### src/sv/atl_pkg.sv
// ----------------------------------------------------------------------------
// atl_pkg: shared types and constants for the tilt angle pipeline
// Vector word layout, CORDIC arctangent table and the rounding/saturation
// helper used by the roll and pitch output stages.
// ----------------------------------------------------------------------------
package atl_pkg;

  localparam int FRAC_BITS = 14;
  localparam int VEC_W     = 33;
  localparam int ACC_W     = 33;
  localparam int SIDE_W    = 16;
  localparam int TABLE_LEN = 24;
  localparam int TAB_W     = 30;

  localparam logic signed [17:0]      GAIN_INV     = 18'sd39797;
  localparam logic signed [ACC_W-1:0] QUARTER_TURN = 33'sd589824000;
  localparam logic signed [ACC_W:0]   ROUND_HALF   = 34'sd32768;

  localparam logic signed [15:0] ROLL_LIM  = 16'sd18000;
  localparam logic signed [15:0] PITCH_LIM = 16'sd9000;

  // atan(2^-i) in centidegrees scaled by 2^16.
  localparam logic [TAB_W-1:0] ATAN_TAB [0:TABLE_LEN-1] = '{
    30'd294912000, 30'd174096719, 30'd91987925, 30'd46694507,
    30'd23437865,  30'd11730358,  30'd5866610,  30'd2933484,
    30'd1466764,   30'd733385,    30'd366693,   30'd183346,
    30'd91673,     30'd45837,     30'd22918,    30'd11459,
    30'd5730,      30'd2865,      30'd1432,     30'd716,
    30'd358,       30'd179,       30'd90,       30'd45
  };

  typedef struct packed {
    logic signed [VEC_W-1:0] x;
    logic signed [VEC_W-1:0] y;
    logic signed [ACC_W-1:0] acc;
    logic                    zero;
    logic [SIDE_W-1:0]       side;
  } atl_vec_t;

  // Round to whole centidegrees (ties up) and clamp to +-lim.
  function automatic logic signed [15:0] atl_round_sat(
    input logic signed [ACC_W-1:0] acc,
    input logic signed [15:0]      lim
  );
    logic signed [ACC_W:0]    sum;
    logic signed [ACC_W-16:0] r;
    logic signed [ACC_W-16:0] lim_w;
    logic signed [15:0]       res;
    sum   = {acc[ACC_W-1], acc} + ROUND_HALF;
    r     = $signed(sum[ACC_W:16]);
    lim_w = (ACC_W-15)'(lim);
    if (r > lim_w) begin
      res = lim;
    end else if (r < -lim_w) begin
      res = -lim;
    end else begin
      res = r[15:0];
    end
    return res;
  endfunction

endpackage

### src/sv/atl_gain.sv
// ----------------------------------------------------------------------------
// atl_gain: gain correction between the roll and pitch chains
// Scales the roll magnitude by the inverse CORDIC gain, rounds the roll
// angle, and forms the pitch operands from the magnitude and -X.
// ----------------------------------------------------------------------------
module atl_gain (
  input  logic                             clk,
  input  logic                             rst_n,
  input  logic                             in_valid,
  output logic                             in_ready,
  input  atl_pkg::atl_vec_t                in_vec,
  output logic                             out_valid,
  input  logic                             out_ready,
  output logic signed [atl_pkg::VEC_W-1:0] out_x,
  output logic signed [atl_pkg::VEC_W-1:0] out_y,
  output logic [atl_pkg::SIDE_W-1:0]       out_side
);
  import atl_pkg::*;

  localparam int PROD_W = VEC_W + 18;

  logic                    valid_r, valid_nxt;
  logic                    load;
  logic signed [PROD_W-1:0] prod;
  logic signed [VEC_W-1:0] ax_ext;
  logic signed [15:0]      roll;
  logic signed [VEC_W-1:0] x_r, y_r;
  logic [SIDE_W-1:0]       side_r;

  assign in_ready = !valid_r || out_ready;
  assign load     = in_valid && in_ready;

  always_comb begin
    prod   = in_vec.x * GAIN_INV;
    ax_ext = VEC_W'($signed(in_vec.side));
    roll   = in_vec.zero ? 16'sd0 : atl_round_sat(in_vec.acc, ROLL_LIM);
  end

  always_comb begin
    if (load) begin
      valid_nxt = 1'b1;
    end else if (out_ready) begin
      valid_nxt = 1'b0;
    end else begin
      valid_nxt = valid_r;
    end
  end

  always_ff @(posedge clk) begin
    if (!rst_n) begin
      valid_r <= 1'b0;
    end else begin
      valid_r <= valid_nxt;
    end
  end

  // The side word arrives holding X and leaves holding the rounded roll.
  always_ff @(posedge clk) begin
    if (load) begin
      x_r    <= $signed(prod[VEC_W+15:16]);
      y_r    <= -(ax_ext <<< FRAC_BITS);
      side_r <= roll;
    end
  end

  assign out_valid = valid_r;
  assign out_x     = x_r;
  assign out_y     = y_r;
  assign out_side  = side_r;

endmodule

### config.mk
export PLATFORM = sky130hd
export DESIGN_NAME = atl_gain
export DESIGN_NICKNAME = d
export VERILOG_FILES = /design/src/sv/atl_pkg.sv /design/src/sv/atl_gain.sv
export SDC_FILE = /design/constraint.sdc
export NUM_CORES = 1
export LEC_CHECK = 0
export ABC_AREA = 1
export BUFFER_PORTS_ARGS = -buffer_cell sky130_fd_sc_hd__buf_2
export CAP_MARGIN = 25
export CORE_ASPECT_RATIO = 0.6
export CORE_MARGIN = 2
export CORE_UTILIZATION = 61
export DETAILED_ROUTE_END_ITERATION = 10
export PLACE_DENSITY = 0.84
export SLEW_MARGIN = 10
export SYNTH_ARGS = -nofsm -noshare
export SYNTH_HDL_FRONTEND = slang
export SYNTH_SLANG_ARGS = --single-unit
### constraint.sdc
create_clock -name clk -period 8.1 [get_ports clk]
set_input_delay 1.62 -clock clk [delete_from_list [all_inputs] [get_ports clk]]
set_output_delay 1.62 -clock clk [all_outputs]
set_load 0.01 [all_outputs]
==> summary.md <==
| Metric | Value |
|---|---|
| Skew-Pair Late Insertion Delay | `roughly 330 ps` |
| Resized cells post-CTS | `0` |
| Fin. Hold Viols | `0` |
| Yosys warns | `0` |
| Minimum clock period | `6760 ps` |
| Max cap viols | `0` |
| CTS root buffer | `clkbuf_16` |
| DRT Wirelength | `between 30 and 40 mm` |
| CTS tree | `done` |
| Total CTS buffers | `9` |
| Via-to-Cell Ratio | `5.36` |
| Synthesis-to-layout area growth | `9.32%` |
| DR WL/cell | `about 18 um` |
| RSZ-0062 raised after global routing | `false` |
| CTS Sinks | `between 60 and 70` |
| GRT Overall Usage | `0.310` |
| GR Overflow Total | `0` |
| Reg2reg path depth | `2` |
| Nets | `2436` |
| Dpl hpwl | `33.8 mm` |
| Crit. End Element | `register` |
| Die area | `approximately 26000 um2` |
| # hold bufs at CTS | `0` |
| CP Data Arrival Time | `between 6000 and 7000 ps` |
| Tcrit/Tclk final | `0.834` |
| Layout Skew | `12.4 ps` |
| Post-CTS setup buffers | `0` |
| CTS max path bufs | `2` |
| Post-Syn Area | `15000 um2` |
| Final Util | `0.677` |
| FFs w/ async S/R, synth | `0` |
| Most common cell after layout, fill and taps aside | `inv_1` |
| Yosys cell types | `38` |
| Core area | `24200 um2` |
| Rows | `44` |
| Final hold slack | `585 ps` |
| Die W | `roughly 210 um` |
| Setup crit end | `out_x[5]$_DFFE_PP_` |
| IO buf count | `141` |
| Crit Path Class | `primary input to register` |
| # IOs | `204` |
| Slew margin rel. | `0.426` |
| Fmax | `148 MHz` |
| Register bit total from synthesis | `69` |
| Setup violators final | `0` |
| Crit-path max FO | `6` |
| Status | `completed` |
| Most frequent cells in the layout | `inv_1, fa_1, ha_1, nand2_1, buf_2` |
| Final setup TNS | `0 ps` |
| DR DRC count | `0` |
| Worst-path clk slew | `70 ps` |
| Slew Limit Fails | `0` |
| Vias in the first global route | `approximately 12k` |
| Sequential cell area fraction in the yosys report | `0.138` |
| Largest net degree at the start of global routing | `69` |
| Avg Cell Area, Syn | `around 9 um2` |
| Fraction of layout cells with a size suffix above 1 | `0.0973` |
| Drt pass-1 iters | `6` |
| Vias | `11.6k` |
| Routed Antenna Nets | `0` |
| Initial antenna violation count | `0` |
| Initial Utilization | `0.619` |
| Number of enable flip-flop cells after synthesis | `68` |
| Reg-to-Reg Start | `out_valid$_SDFFE_PN0P_` |
| H-tree depth | `3` |
| Routability cong. | `1.00` |
| WP data required | `8220 ps` |
| Worst slew pin tran | `861 ps` |
| Critical Path Source | `in_vec[90]` |
| HP Class | `register to register` |
| Mapped Cells | `around 1.7k` |
| Worst r2r dst | `out_x[9]$_DFFE_PP_` |
| Initial DRC count | `a little over 1k` |
| Synth Flop Type | `edfxtp_1` |
| FF-to-FF setup slack | `6500 ps` |
| Startpoint Class | `primary input` |
| Die Y | `125 um` |
| Antenna Cells | `0` |
| First-pass GRT wire length | `61.7 mm` |
[cell usage after synthesis, drive strengths merged (15+ instances only)]
| library cell | instances | share of area |
|---|---|---|
| inv | 522 | 0.13 |
| fa | 257 | 0.34 |
| ha | 215 | 0.18 |
| nand2 | 214 | 0.055 |
| nor2 | 134 | 0.035 |
| a21oi | 74 | 0.025 |
| edfxtp | 68 | 0.14 |
| nand3 | 46 | 0.016 |
| o21ai | 33 | 0.011 |
| xor2 | 31 | 0.018 |
| buf | 16 | 0.0085 |
| nor3 | 15 | 0.0053 |
| xnor2 | 15 | 0.0088 |
[critical path: stages]
cell and delay (ps):
buf_2 190, ha_1 400, inv_1 90, fa_1 570
fa_1 430, fa_1 490, inv_1 50, fa_1 500
fa_1 490, ha_1 330, nand2_1 110, nor2_1 210
o21ai_0 120, o21ai_0 590, nand2_1 110, nand2_1 170
a21oi_1 110, xnor2_1 290
[layout make-up]
class	count	area (um2)
Sequential cell	69	2060
Multi-Input combinational cell	1100	10900
Fill cell	1910	7800
Tap cell	322	403
Clock inverter	7	121
Inverter	522	1960
Timing Repair Buffer	142	713
Clock buffer	9	225
[per-stage QoR]
step                      cell area, um2  instances  setup WS, ps
after detailed placement           16000       2155          1180
after global placement             16000       2155          1200
final                              16400       2171          1340
after global routing               16400       2171          1130
after CTS                          16400       2171          1480
after floorplan                    15000       1707          1840
[cells by family after synthesis]
logic type	count (synthesis)	synth area share
buffers and inverters	538	0.139
other	1	0.000250
DFF	69	0.138
AOI/OAI and AO/OA	143	0.0537
adders and majority gates	472	0.523
xor gates and xnor gates	46	0.0269
and+or+nand+nor	425	0.119
[routing by layer]
layer / up-vias / wire (um) / global-route usage
met4: 0 / 445 / 0.0357
li1: 5404 / - / -
met5: - / 0 / 0
met2: 567 / 15600 / 0.454
met3: 43 / 4380 / 0.0709
met1: 5619 / 17700 / 0.485
[worst min path at each step]
stage	from	end	slack (ps)	depth (start not counted)
after floorplan	out_valid$_SDFFE_PN0P_	out_valid$_SDFFE_PN0P_	600	2
after global placement	out_valid$_SDFFE_PN0P_	out_valid$_SDFFE_PN0P_	520	2
after detailed placement	out_valid$_SDFFE_PN0P_	out_valid$_SDFFE_PN0P_	570	2
after CTS	out_valid$_SDFFE_PN0P_	out_valid$_SDFFE_PN0P_	580	2
after global routing	out_valid$_SDFFE_PN0P_	out_valid$_SDFFE_PN0P_	640	2
final	out_valid$_SDFFE_PN0P_	out_valid$_SDFFE_PN0P_	580	2
[state kept, by name, indices dropped and copies added, names as in the netlist]
register,count
out_side,16
out_x,33
out_y,19
out_valid,1
Power is not shown: default switching activity piles up to over one toggle a cycle in this logic, so the estimate is an artifact.
